## config.mk

```make
export PLATFORM = sky130hd
export DESIGN_NAME = card_number_luhn_classifier
export DESIGN_NICKNAME = d
export VERILOG_FILES = /design/src/rtl/cnlc_pkg.sv /design/src/rtl/card_number_luhn_classifier.sv /design/src/rtl/cnlc_ctrl.sv /design/src/rtl/cnlc_datapath.sv
export VERILOG_INCLUDE_DIRS = /design/src /design/src/rtl
export SDC_FILE = /design/constraint.sdc
export NUM_CORES = 1
export LEC_CHECK = 0
export BUFFER_PORTS_ARGS = -buffer_cell sky130_fd_sc_hd__clkbuf_2
export CORE_MARGIN = 2
export CORE_UTILIZATION = 50
export CTS_BUF_LIST = sky130_fd_sc_hd__clkbuf_8
export CTS_CLUSTER_SIZE = 24
export DETAILED_ROUTE_END_ITERATION = 16
export GPL_ROUTABILITY_DRIVEN = 0
export PLACE_DENSITY = 0.71
export SLEW_MARGIN = 10
export SYNTH_ARGS = -nofsm -noshare
export SYNTH_HDL_FRONTEND = slang
export SYNTH_SLANG_ARGS = --single-unit
```

## constraint.sdc

```tcl
create_clock -name clk -period 4 [get_ports clk]
set_input_delay 0.8 -clock clk [delete_from_list [all_inputs] [get_ports clk]]
set_output_delay 0.8 -clock clk [all_outputs]
set_load 0.02 [all_outputs]
```

## src/rtl/assert_macros.svh

```systemverilog
// Assertion macros used by the top-level RTL file.
`ifndef ASSERT_MACROS_SVH
`define ASSERT_MACROS_SVH

`ifndef SYNTHESIS

// Property must hold at every clock edge outside reset.
`define ASSERT_ALWAYS(lbl, clk, rst_n, prop) \
  lbl: assert property (@(posedge clk) disable iff (!rst_n) (prop)) \
    else $error("assertion failed");

// Antecedent in one cycle implies consequent in the next.
`define ASSERT_NEXT(lbl, clk, rst_n, ante, cons) \
  lbl: assert property (@(posedge clk) disable iff (!rst_n) (ante) |=> (cons)) \
    else $error("assertion failed");

`else

`define ASSERT_ALWAYS(lbl, clk, rst_n, prop)
`define ASSERT_NEXT(lbl, clk, rst_n, ante, cons)

`endif

`endif

```

## src/rtl/cnlc_pkg.sv

```systemverilog
// Shared types and constants of the card number checker.
`default_nettype none

package cnlc_pkg;

  localparam int BIN_W  = 64;          // binary card number width
  localparam int DIGITS = 20;          // decimal digits of a 64-bit value
  localparam int BCD_W  = 4 * DIGITS;
  localparam int CNT_W  = 6;

  localparam logic [CNT_W-1:0] CONV_LAST = CNT_W'(BIN_W - 1);
  localparam logic [CNT_W-1:0] SCAN_LAST = CNT_W'(DIGITS - 1);

  localparam logic [1:0] VERDICT_NONE  = 2'd0;
  localparam logic [1:0] VERDICT_LEAD4 = 2'd1;
  localparam logic [1:0] VERDICT_LEAD3 = 2'd2;
  localparam logic [1:0] VERDICT_LEAD5 = 2'd3;

  localparam logic [4:0] LEN_13 = 5'd13;
  localparam logic [4:0] LEN_15 = 5'd15;
  localparam logic [4:0] LEN_16 = 5'd16;

  typedef struct packed {
    logic start;     // load a new item, clear scan state
    logic conv;      // one shift-and-add-3 step
    logic scan;      // one digit of the Luhn / length pass
    logic load_out;  // capture the result into the output register
  } cmd_t;

  typedef struct packed {
    logic conv_last;
    logic scan_last;
  } sts_t;

endpackage

`default_nettype wire

```

## src/rtl/card_number_luhn_classifier.sv

```systemverilog
// Top level of the card number checker: Luhn mod-10 and prefix/length classification.
//
//  channel | ports                                   | role
//  --------+-----------------------------------------+---------------------------
//  in      | in_valid, in_ready, in_card_number      | 64-bit binary card number
//  out     | out_valid, out_ready, out_verdict,      | verdict, Luhn flag,
//          | out_checksum_ok, out_length_ok,         | length flag, digit count
//          | out_digit_total                         |
//
// Each item passes through a load, 64 shift-and-add-3 steps of the
// binary-to-BCD converter, 20 steps of the serial digit pass and a load into
// the output register. A new item is taken only after the previous one has
// been loaded into the output register.
// A new item is taken while a result waits.
// The result stalls in a hold state only when the output register is still
// full. Reset is synchronous, active low, and clears the sequencer and the
// step counter only.
`default_nettype none
`include "assert_macros.svh"

module card_number_luhn_classifier (
  input  wire         clk,
  input  wire         rst_n,
  input  wire         in_valid,
  output logic        in_ready,
  input  wire [63:0]  in_card_number,
  output logic        out_valid,
  input  wire         out_ready,
  output logic [1:0]  out_verdict,
  output logic        out_checksum_ok,
  output logic        out_length_ok,
  output logic [4:0]  out_digit_total
);
  import cnlc_pkg::*;

  cmd_t cmd;
  sts_t sts;

  cnlc_ctrl u_ctrl (
    .clk       (clk),
    .rst_n     (rst_n),
    .in_valid  (in_valid),
    .in_ready  (in_ready),
    .out_valid (out_valid),
    .out_ready (out_ready),
    .sts       (sts),
    .cmd       (cmd)
  );

  cnlc_datapath u_dp (
    .clk             (clk),
    .rst_n           (rst_n),
    .cmd             (cmd),
    .sts             (sts),
    .in_card_number  (in_card_number),
    .out_verdict     (out_verdict),
    .out_checksum_ok (out_checksum_ok),
    .out_length_ok   (out_length_ok),
    .out_digit_total (out_digit_total)
  );

  // an accepted item keeps the block busy for the next cycle
  `ASSERT_NEXT(a_busy_after_accept, clk, rst_n, in_valid && in_ready, !in_ready)
  // a card type is only given for a valid length
  `ASSERT_ALWAYS(a_verdict_len, clk, rst_n, !out_valid || out_length_ok || out_verdict == VERDICT_NONE)
  // a card type is only given with a passing checksum
  `ASSERT_ALWAYS(a_verdict_sum, clk, rst_n, !out_valid || out_checksum_ok || out_verdict == VERDICT_NONE)

endmodule

`default_nettype wire

```

## src/rtl/cnlc_ctrl.sv

```systemverilog
// Sequencer of the card number checker: conversion, digit pass, result hand-off.
`default_nettype none

module cnlc_ctrl (
  input  wire              clk,
  input  wire              rst_n,
  input  wire              in_valid,
  output logic             in_ready,
  output logic             out_valid,
  input  wire              out_ready,
  input  cnlc_pkg::sts_t   sts,
  output cnlc_pkg::cmd_t   cmd
);
  import cnlc_pkg::*;

  typedef enum logic [3:0] {
    ST_IDLE = 4'b0001,
    ST_CONV = 4'b0010,
    ST_SCAN = 4'b0100,
    ST_HOLD = 4'b1000
  } state_t;

  state_t state_r, state_nxt;
  logic   out_valid_r, out_valid_nxt;

  assign in_ready  = (state_r == ST_IDLE);
  assign out_valid = out_valid_r;

  always_comb begin
    state_nxt = state_r;
    cmd       = '0;
    unique case (state_r)
      ST_IDLE: begin
        if (in_valid) begin
          cmd.start = 1'b1;
          state_nxt = ST_CONV;
        end
      end
      ST_CONV: begin
        cmd.conv = 1'b1;
        if (sts.conv_last) state_nxt = ST_SCAN;
      end
      ST_SCAN: begin
        cmd.scan = 1'b1;
        if (sts.scan_last) state_nxt = ST_HOLD;
      end
      ST_HOLD: begin
        // wait until the output register is free
        if (!out_valid_r || out_ready) begin
          cmd.load_out = 1'b1;
          state_nxt    = ST_IDLE;
        end
      end
      default: state_nxt = ST_IDLE;
    endcase
  end

  always_comb begin
    if (cmd.load_out) out_valid_nxt = 1'b1;
    else if (out_ready) out_valid_nxt = 1'b0;
    else out_valid_nxt = out_valid_r;
  end

  always_ff @(posedge clk) begin
    if (!rst_n) begin
      state_r     <= ST_IDLE;
      out_valid_r <= 1'b0;
    end else begin
      state_r     <= state_nxt;
      out_valid_r <= out_valid_nxt;
    end
  end

endmodule

`default_nettype wire

```

## src/rtl/cnlc_datapath.sv

```systemverilog
// Datapath: double-dabble conversion, serial digit pass, classification, result register.
`default_nettype none

module cnlc_datapath (
  input  wire              clk,
  input  wire              rst_n,
  input  cnlc_pkg::cmd_t   cmd,
  output cnlc_pkg::sts_t   sts,
  input  wire [63:0]       in_card_number,
  output logic [1:0]       out_verdict,
  output logic             out_checksum_ok,
  output logic             out_length_ok,
  output logic [4:0]       out_digit_total
);
  import cnlc_pkg::*;

  logic [BIN_W-1:0] bin_r, bin_nxt;
  logic [BCD_W-1:0] bcd_r, bcd_nxt;
  logic [BCD_W-1:0] bcd_adj;
  logic [CNT_W-1:0] cnt_r, cnt_nxt;
  logic [3:0]       sum_r, sum_nxt;
  logic [4:0]       count_r, count_nxt;
  logic [3:0]       lead1_r, lead1_nxt;
  logic [6:0]       lead2_r, lead2_nxt;
  logic [3:0]       prev_r, prev_nxt;

  logic [3:0]       dig;
  logic [4:0]       dbl;
  logic [4:0]       contrib;
  logic [4:0]       acc;

  logic             len_ok, sum_ok;
  logic [1:0]       verdict;

  logic [1:0]       verdict_r;
  logic             sum_ok_r, len_ok_r;
  logic [4:0]       total_r;

  assign sts.conv_last = (cnt_r == CONV_LAST);
  assign sts.scan_last = (cnt_r == SCAN_LAST);

  // add 3 to every digit of 5 or more before the shift
  always_comb begin
    for (int i = 0; i < DIGITS; i++) begin
      if (bcd_r[4*i +: 4] >= 4'd5) bcd_adj[4*i +: 4] = bcd_r[4*i +: 4] + 4'd3;
      else bcd_adj[4*i +: 4] = bcd_r[4*i +: 4];
    end
  end

  // Luhn contribution of the digit at the bottom of the BCD word
  always_comb begin
    dig = bcd_r[3:0];
    dbl = {dig, 1'b0};
    if (cnt_r[0]) contrib = (dbl >= 5'd10) ? dbl - 5'd9 : dbl;
    else contrib = {1'b0, dig};
    acc = {1'b0, sum_r} + contrib;
  end

  always_comb begin
    bin_nxt   = bin_r;
    bcd_nxt   = bcd_r;
    cnt_nxt   = cnt_r;
    sum_nxt   = sum_r;
    count_nxt = count_r;
    lead1_nxt = lead1_r;
    lead2_nxt = lead2_r;
    prev_nxt  = prev_r;
    if (cmd.start) begin
      bin_nxt   = in_card_number;
      bcd_nxt   = '0;
      cnt_nxt   = '0;
      sum_nxt   = '0;
      count_nxt = '0;
      lead1_nxt = '0;
      lead2_nxt = '0;
      prev_nxt  = '0;
    end else if (cmd.conv) begin
      bcd_nxt = {bcd_adj[BCD_W-2:0], bin_r[BIN_W-1]};
      bin_nxt = {bin_r[BIN_W-2:0], 1'b0};
      cnt_nxt = (cnt_r == CONV_LAST) ? '0 : cnt_r + 1'b1;
    end else if (cmd.scan) begin
      bcd_nxt = {4'd0, bcd_r[BCD_W-1:4]};
      cnt_nxt = cnt_r + 1'b1;
      sum_nxt = (acc >= 5'd10) ? 4'(acc - 5'd10) : acc[3:0];
      // highest nonzero digit so far sets the count and the leading digits
      if (dig != 4'd0) begin
        count_nxt = cnt_r[4:0] + 5'd1;
        lead1_nxt = dig;
        lead2_nxt = {dig, 3'b000} + {2'b00, dig, 1'b0} + {3'b000, prev_r};
      end
      prev_nxt = dig;
    end
  end

  always_comb begin
    len_ok  = (count_r == LEN_13) || (count_r == LEN_15) || (count_r == LEN_16);
    sum_ok  = (sum_r == 4'd0);
    verdict = VERDICT_NONE;
    if (len_ok && sum_ok) begin
      if (lead1_r == 4'd4 && (count_r == LEN_13 || count_r == LEN_16))
        verdict = VERDICT_LEAD4;
      else if ((lead2_r == 7'd34 || lead2_r == 7'd37) && count_r == LEN_15)
        verdict = VERDICT_LEAD3;
      else if (((lead2_r >= 7'd51 && lead2_r <= 7'd55) || lead2_r == 7'd22)
               && count_r == LEN_16)
        verdict = VERDICT_LEAD5;
    end
  end

  always_ff @(posedge clk) begin
    bin_r   <= bin_nxt;
    bcd_r   <= bcd_nxt;
    sum_r   <= sum_nxt;
    count_r <= count_nxt;
    lead1_r <= lead1_nxt;
    lead2_r <= lead2_nxt;
    prev_r  <= prev_nxt;
    if (cmd.load_out) begin
      verdict_r <= verdict;
      sum_ok_r  <= sum_ok;
      len_ok_r  <= len_ok;
      total_r   <= count_r;
    end
  end

  always_ff @(posedge clk) begin
    if (!rst_n) cnt_r <= '0;
    else cnt_r <= cnt_nxt;
  end

  assign out_verdict     = verdict_r;
  assign out_checksum_ok = sum_ok_r;
  assign out_length_ok   = len_ok_r;
  assign out_digit_total = total_r;

endmodule

`default_nettype wire
```

==> summary.md, run 1 <==
| Metric | Value |
|---|---|
| Worst Tran Pin Value | `around 1 ns` |
| Root Driver | `clkbuf_8` |
| Worst skew pair latency | `approximately 0.48 ns` |
| Wirelength per Cell | `roughly 14 µm` |
| Endpoint class of the critical path | `flip-flop` |
| Comb pwr share | `~17%` |
| Total power | `between 4 and 5 mW` |
| Reg2Reg Depth | `16` |
| Crit path kind | `flip-flop to flip-flop` |
| Max-Cap Viols | `0` |
| RSZ-0062 raised after global routing | `no` |
| Max transition margin | `35.2%` |
| Largest net degree at the start of global routing | `94` |
| Vias per cell | `~5.5` |
| Via count | `roughly 8,000` |
| Status | `complete, no violations` |
| Gr usage total | `about 20%` |
| Internal Power | `slightly below 3 mW` |
| Syn_nets | `~1,200` |
| Post-layout util | `55.4%` |
| Leakage power total | `about 4.2 nW` |
| FP Rows | `51` |
| DR pass1 iterations | `5` |
| Fin Clk Skew | `~0.019 ns` |
| Power Density | `just over 400 nW/µm²` |
| Worst Path Required | `about 4.4 ns` |
| VDD IR max | `roughly 0.24 mV` |
| Area Growth Syn to Fin | `9.21%` |
| Main synth FF type | `dfxtp_1` |
| Number of remaining DRC errors | `0` |
| Worst hold stages | `2` |
| Count of buffers from port buffering | `78` |
| Die Ht | `between 100 and 150 µm` |
| Fraction of registers with async set/reset | `0%` |
| Post-DRT Antenna Nets | `0` |
| Post-placement setup slack | `roughly 0.43 ns` |
| Crit Path Max Fanout | `12` |
| Syn avg cell area | `slightly below 9 µm²` |
| Final Setup Violations | `0` |
| Total Wirelength | `just over 20 mm` |
| Max Root-Sink Buffers | `2` |
| CTS Hold Bufs | `0` |
| Yosys cell types | `roughly 50` |
| Post-synthesis sequential area ratio | `between 40% and 50%` |
| # clock sinks | `188` |
| Seq pwr share | `54.1%` |
| Die area | `around 21,000 µm²` |
| First-pass GRT wire length | `around 34 mm` |
| Layout Nets | `around 1,300` |
| TritonCTS buffer count | `17` |
| Synth Register Bits | `about 190` |
| Tmin final | `between 3 and 4 ns` |
| Antenna Cells | `0` |
| I/O Pins | `between 70 and 80` |
| EDFF count, synth | `73` |
| Dpl hpwl | `12.8 mm` |
| Hold slack | `0.455 ns` |
| Clk slew on worst S/H paths | `about 0.11 ns` |
| Fmax achieved | `~280 MHz` |
| Setup ws final | `approximately 0.44 ns` |
| Initial antenna violation count | `0` |
| Switch Pwr | `between 1 and 1.5 mW` |
| Initial Util | `approximately half` |
| Final Hold Vio Count | `0` |
| Grt total ovfl | `0` |
| Htree depth | `4` |
| Clk pwr share | `between 20% and 30%` |
| Mapped cell area | `roughly 10000 µm²` |
| Proportion of layout cells with a drive suffix above 1 | `~11%` |
| Initial drt markers | `roughly 760` |
| Tcrit/Tclk final | `between 80% and 90%` |
| Pins Over Slew Limit | `0` |
| DIE WIDTH | `144 µm` |
| Post-CTS Setup Inserts | `0` |
| Sw Ratio | `between 30% and 40%` |
| WP data arrival | `between 3 and 4 ns` |
| Synthesized instance count | `between 1,000 and 1,500` |
| Post-CTS sizing | `0` |
| Setup TNS | `0 ns` |
| YS warnings | `0` |
| TritonCTS clock tree | `done` |
| Core Area | `a little under 20,000 µm²` |
| Worst hold path class | `flip-flop to flip-flop` |
| Vias in the first global route | `7,156` |
| Critical path startpoint category | `flip-flop` |
sequential cells by signal, indices dropped and copies added, names as in the netlist:
name and flops:
u_ctrl.out_valid 1, u_ctrl.state_r 4, u_dp.bcd_r 80, u_dp.bin_r 64
u_dp.cnt_r 6, u_dp.count_r 5, u_dp.lead1_r 4, u_dp.lead2_r 7
u_dp.out_checksum_ok 1, u_dp.out_digit_total 5, u_dp.out_length_ok 1, u_dp.out_verdict 2
u_dp.prev_r 4, u_dp.sum_r 4
metal layers:
| metal | GRT usage (%) | wire length, µm | vias to the layer above |
|---|---|---|---|
| met2 | 32.2 | 9630 | 149 |
| met5 | 0 | 0 | - |
| li1 | - | - | 3988 |
| met1 | 27.2 | 9680 | 3681 |
| met4 | 6.14 | 253 | 0 |
| met3 | 4.01 | 769 | 19 |
synth_stat cells, drive strengths merged (7+ instances only):
library cell	instances	share of area (%)
nand2	256	9.8
o221ai	25	2.2
ha	53	6.8
a32oi	18	1.6
o21ai	54	2.8
nor2	65	2.5
mux2i	15	1.5
a21oi	113	5.9
inv	46	1.8
xnor2	28	2.5
a211oi	31	2.4
nor3b	20	1.5
a22oi	18	1.4
dfxtp	115	23
nor3	22	1.1
nand2b	23	1.5
buf	35	2.1
edfxtp	73	22
a221oi	7	0.63
clkbuf	31	1.2
layout by cell type, fill, tap and decap left out, drive strengths merged, types with 2 or more instances in the layout:
master / Yosys / final
nor2: 65 / 65
mux2i: 15 / 15
a21o: 4 / 4
nand3: 5 / 5
a211o: 2 / 2
nor3b: 20 / 20
edfxtp: 73 / 73
nor2b: 4 / 4
nor4b: 6 / 6
buf: 35 / 9
nand4: 2 / 2
a21oi: 113 / 113
nand2b: 23 / 23
mux2: 2 / 2
and2: 3 / 3
or3: 2 / 2
nor4: 3 / 3
clkbuf: 31 / 95
a32oi: 18 / 18
inv: 46 / 56
o221ai: 25 / 25
dfxtp: 115 / 115
xnor2: 28 / 28
a211oi: 31 / 31
o21ai: 54 / 54
or4b: 2 / 2
xor2: 5 / 5
nand2: 256 / 256
a22oi: 18 / 18
clkinv: 0 / 5
a221oi: 7 / 7
nor3: 22 / 22
o21a: 3 / 3
fa: 3 / 3
and3: 2 / 2
ha: 53 / 53
o211ai: 2 / 2
cell families after synthesis:
logic type,count (synthesis),synth area share [%]
fa+ha+maj,56,7.38
buf+inv,112,5.00
compound gates,283,18.2
flops,188,45.9
mux,17,1.76
simple gates,418,18.8
xor+xnor,33,2.95
power groups by stage:
stage / registers (mW) / logic [mW] / clock network, mW
floorplan: 2.34 / 0.579 / 0
global placement: 2.37 / 0.717 / 0
detailed placement: 2.38 / 0.734 / 0
CTS: 2.34 / 0.737 / 1.29
global route: 2.36 / 0.833 / 1.36
finish: 2.34 / 0.731 / 1.25
critical path, stage by stage, from the launching register on:
cell and delay, ns:
dfxtp_1 0.46, inv_1 0.11, ha_1 0.32, nand2b_1 0.11
a21oi_1 0.36, xnor2_1 0.19, nand2_1 0.07, o21ai_0 0.12
inv_1 0.10, fa_1 0.43, xnor2_1 0.29, inv_1 0.09
ha_1 0.23, o31ai_1 0.08, a22oi_1 0.13, or2_2 0.29
a21oi_1 0.11
area by class of cell:
type | instances | area (µm²)
clock buffers | 17 | 234
clock inverters | 15 | 159
fillers | 1778 | 8630
inverters | 46 | 173
multi-input cells | 807 | 4840
flip-flops and latches | 188 | 4490
well taps | 265 | 332
repair buffers | 87 | 470
through the flow:
stage	instances	cell area, µm²
6_report	1425	10700
5_1_grt	1425	10700
4_1_cts	1425	10700
3_5_place_dp	1393	10300
3_3_place_gp	1393	10300
2_1_floorplan	1107	9800
worst paths after layout:
check	slack (ns)	start	to
worst max-delay path	0.44	u_dp.bcd_r[0]	u_dp.sum_r[2]
worst min register to register	0.46	u_dp.prev_r[0]	u_dp.lead2_r[0]
worst max register to register	0.44	u_dp.bcd_r[0]	u_dp.sum_r[2]
worst min-delay path	0.46	u_dp.prev_r[0]	u_dp.lead2_r[0]
(Power assumes the default switching activity.)
==> inputs of run 2 (changes only) <==
--- a/config.mk
+++ b/config.mk
@@ -7,13 +7,15 @@
 export NUM_CORES = 1
 export LEC_CHECK = 0
 export BUFFER_PORTS_ARGS = -buffer_cell sky130_fd_sc_hd__clkbuf_2
+export CELL_PAD_IN_SITES_DETAIL_PLACEMENT = 1
+export CELL_PAD_IN_SITES_GLOBAL_PLACEMENT = 2
 export CORE_MARGIN = 2
-export CORE_UTILIZATION = 50
+export CORE_UTILIZATION = 39
 export CTS_BUF_LIST = sky130_fd_sc_hd__clkbuf_8
-export CTS_CLUSTER_SIZE = 24
+export CTS_CLUSTER_SIZE = 14
 export DETAILED_ROUTE_END_ITERATION = 16
 export GPL_ROUTABILITY_DRIVEN = 0
-export PLACE_DENSITY = 0.71
+export PLACE_DENSITY = 0.86
 export SLEW_MARGIN = 10
 export SYNTH_ARGS = -nofsm -noshare
 export SYNTH_HDL_FRONTEND = slang
==> summary.md, run 2 (synthesized netlist as in run 1, its figures left out) <==
| Metric | Value |
|---|---|
| Status | `complete, no violations` |
| Final Setup Violations | `0 (unchanged)` |
| Vias per cell | `5.37 (-2.3%)` |
| Gr usage total | `18.8% (-1.2 points)` |
| Post-DRT Antenna Nets | `0 (unchanged)` |
| Fin Clk Skew | `0.0219 ns (+0.00321 ns)` |
| Count of buffers from port buffering | `78 (unchanged)` |
| First-pass GRT wire length | `40.7 mm (+20%)` |
| VDD IR max | `0.221 mV (-6.4%)` |
| Post-CTS sizing | `0 (unchanged)` |
| Slowest cell delay on critical path | `0.63 ns (+0.17 ns)` |
| Area Growth Syn to Fin | `10.4%` |
| Multi-input logic area | `4850 µm² (+0.28%)` |
| TritonCTS clock tree | `done` |
| I/O Pins | `79 (unchanged)` |
| Max Root-Sink Buffers | `2 (unchanged)` |
| Hold slack | `0.468 ns (+0.0126 ns)` |
| Number of flip-flops in the largest register | `80 (unchanged)` |
| Worst Tran Pin Value | `1.16 ns (+0.192 ns)` |
| FF/Latch Area | `4490 µm² (unchanged)` |
| Die area | `26,400 µm² (+27%)` |
| Cell Area, Placed | `10,400 µm² (+0.81%)` |
| Initial drt markers | `340 (-55%)` |
| Max transition margin | `22.2% (-13 points)` |
| Crit Path Max Fanout | `12 (unchanged)` |
| RSZ-0062 raised after global routing | `no` |
| Via count | `8,003 (+2.1%)` |
| Proportion of layout cells with a drive suffix above 1 | `11.3% (+0.096 points)` |
| CP max stage cell | `dfxtp_1` |
| Largest net degree at the start of global routing | `76 (-19%)` |
| Fmax achieved | `279 MHz (-0.78%)` |
| Root Driver | `clkbuf_8` |
| Power Density | `413 nW/µm² (+2.4%)` |
| Final std cells w/o fill | `1,490 (+4.6%)` |
| Final Hold Vio Count | `0 (unchanged)` |
| Setup TNS | `0 ns (unchanged)` |
| Post-CTS Setup Inserts | `0 (unchanged)` |
| Wirelength per Cell | `16.1 µm (+13%)` |
| # clock sinks | `188 (unchanged)` |
| R2r setup slk | `0.42 ns (-0.03 ns)` |
| Buf+Inv Stages, Crit Path | `3 (unchanged)` |
| Dpl hpwl | `15.4 mm (+21%)` |
| Clk slew on worst S/H paths | `0.11 ns (about the same)` |
| DR pass1 iterations | `5 (unchanged)` |
| Number of remaining DRC errors | `0 (unchanged)` |
| Leakage power total | `4.21 nW (+0.26%)` |
| Layout Nets | `1,270 (-0.079%)` |
| Crit path kind | `flip-flop to flip-flop` |
| Grt total ovfl | `0 (unchanged)` |
| Die Ht | `163 µm (+13%)` |
| Endpoint class of the critical path | `flip-flop` |
| Commonest non-fill, non-tap cells in the layout | `nand2_1 (253), dfxtp_1 (115), a21oi_1 (111), clkbuf_2 (78), edfxtp_1 (73)` |
| CTS Hold Bufs | `0 (unchanged)` |
| DIE WIDTH | `163 µm (+13%)` |
| Pins Over Slew Limit | `0 (unchanged)` |
| Core Area | `24,900 µm² (+29%)` |
| Fillers | `2,913 (+64%)` |
| Total Wirelength | `24.0 mm (+18%)` |
| FP Rows | `58 (+14%)` |
| Initial antenna violation count | `1 (+1)` |
| Vias in the first global route | `8,234 (+15%)` |
| WP data arrival | `4.00 ns (+0.04 ns)` |
| Worst skew pair latency | `0.50 ns (+0.02 ns)` |
| Worst Path Required | `4.42 ns (about the same)` |
| Max-Cap Viols | `0 (unchanged)` |
| CP cell instances | `inv_1 > ha_1 > nand2b_1 > a21oi_2 > xnor2_1 > nand2_1 > o21ai_0 > inv_1 > fa_1 > xnor2_1 > inv_1 > ha_1 > o31ai_1 > a22oi_1 > or2_2 > a21oi_1` |
| CP most frequent cell | `inv_1` |
| Placed cells | `1,457 (+4.6%)` |
| Top reg by flops | `u_dp.bcd_r` |
| Tcrit/Tclk final | `89.6% (+0.70 points)` |
| Initial Util | `39.4% (-11 points)` |
| Top Registers | `u_dp.bcd_r: 80 flops, u_dp.bin_r: 64 flops, u_dp.lead2_r: 7 flops` |
| Critical path startpoint category | `flip-flop` |
| Worst hold path class | `flip-flop to flip-flop` |
| Final Cell Area | `10,800 µm² (+1.1%)` |
| Htree depth | `4 (unchanged)` |
| TritonCTS buffer count | `17 (unchanged)` |
| Largest delay contributor family on the critical path | `adder cells` |
| Commonest non-fill, non-tap cell in the layout | `nand2_1` |
| Tmin final | `3.58 ns (+0.0279 ns)` |
-- run 2: report_power, final --
group / switching, mW / internal [mW] / leakage (nW) / total (mW)
clock network: 0.872 / 0.501 / 0.213 / 1.37
logic: 0.477 / 0.281 / 2.36 / 0.758
registers: 0.126 / 2.22 / 1.63 / 2.34
-- run 2: layer usage --
layer | wire, µm | global-route usage [%] | part of all wire [%] | vias to the layer above
met5 | 0 | 0 | 0 | -
met4 | 185 | 3.50 | 0.77 | 0
met3 | 804 | 4.46 | 3.4 | 15
met2 | 11300 | 31.8 | 47 | 83
met1 | 11700 | 24.7 | 49 | 3916
li1 | - | - | - | 3989
-- run 2: worst paths after layout --
| check | startpoint | to | depth (start not counted) |
|---|---|---|---|
| setup reg to reg | u_dp.bcd_r[0] | u_dp.sum_r[2] | 16 |
| hold / removal | u_dp.lead1_r[0] | u_dp.lead1_r[0] | 2 |
| hold reg to reg | u_dp.lead1_r[0] | u_dp.lead1_r[0] | 2 |
| setup / recovery | u_dp.bcd_r[0] | u_dp.sum_r[2] | 16 |
-- run 2: worst register-to-register path, cell delays in order, from the launching register on --
cell and delay [ns]:
dfxtp_1 0.63, inv_1 0.10, ha_1 0.32, nand2b_1 0.16, a21oi_2 0.11, xnor2_1 0.23
nand2_1 0.07, o21ai_0 0.13, inv_1 0.10, fa_1 0.44, xnor2_1 0.29, inv_1 0.08
ha_1 0.23, o31ai_1 0.08, a22oi_1 0.13, or2_2 0.30, a21oi_1 0.13
-- run 2: layout make-up --
type / count / share of cell area, %
Timing Repair Buffer: 86 / 4.28
Sequential cell: 188 / 41.6
Antenna cell: 1 / 0.0231
Inverter: 46 / 1.60
Clock inverter: 15 / 1.68
Multi-Input combinational cell: 807 / 44.9
Tap cell: 330 / 3.82
Clock buffer: 17 / 2.16
-- run 2: through the flow --
stage | utilization, % | setup WS, ns | power (mW)
6_report | 43.5 | 0.416 | 4.47
5_1_grt | 43.4 | 0.0695 | 4.72
4_1_cts | 43.4 | 0.293 | 4.53
3_5_place_dp | 41.8 | 0.326 | 3.15
3_3_place_gp | 41.8 | 0.561 | 3.11
2_1_floorplan | - | 0.750 | 2.92
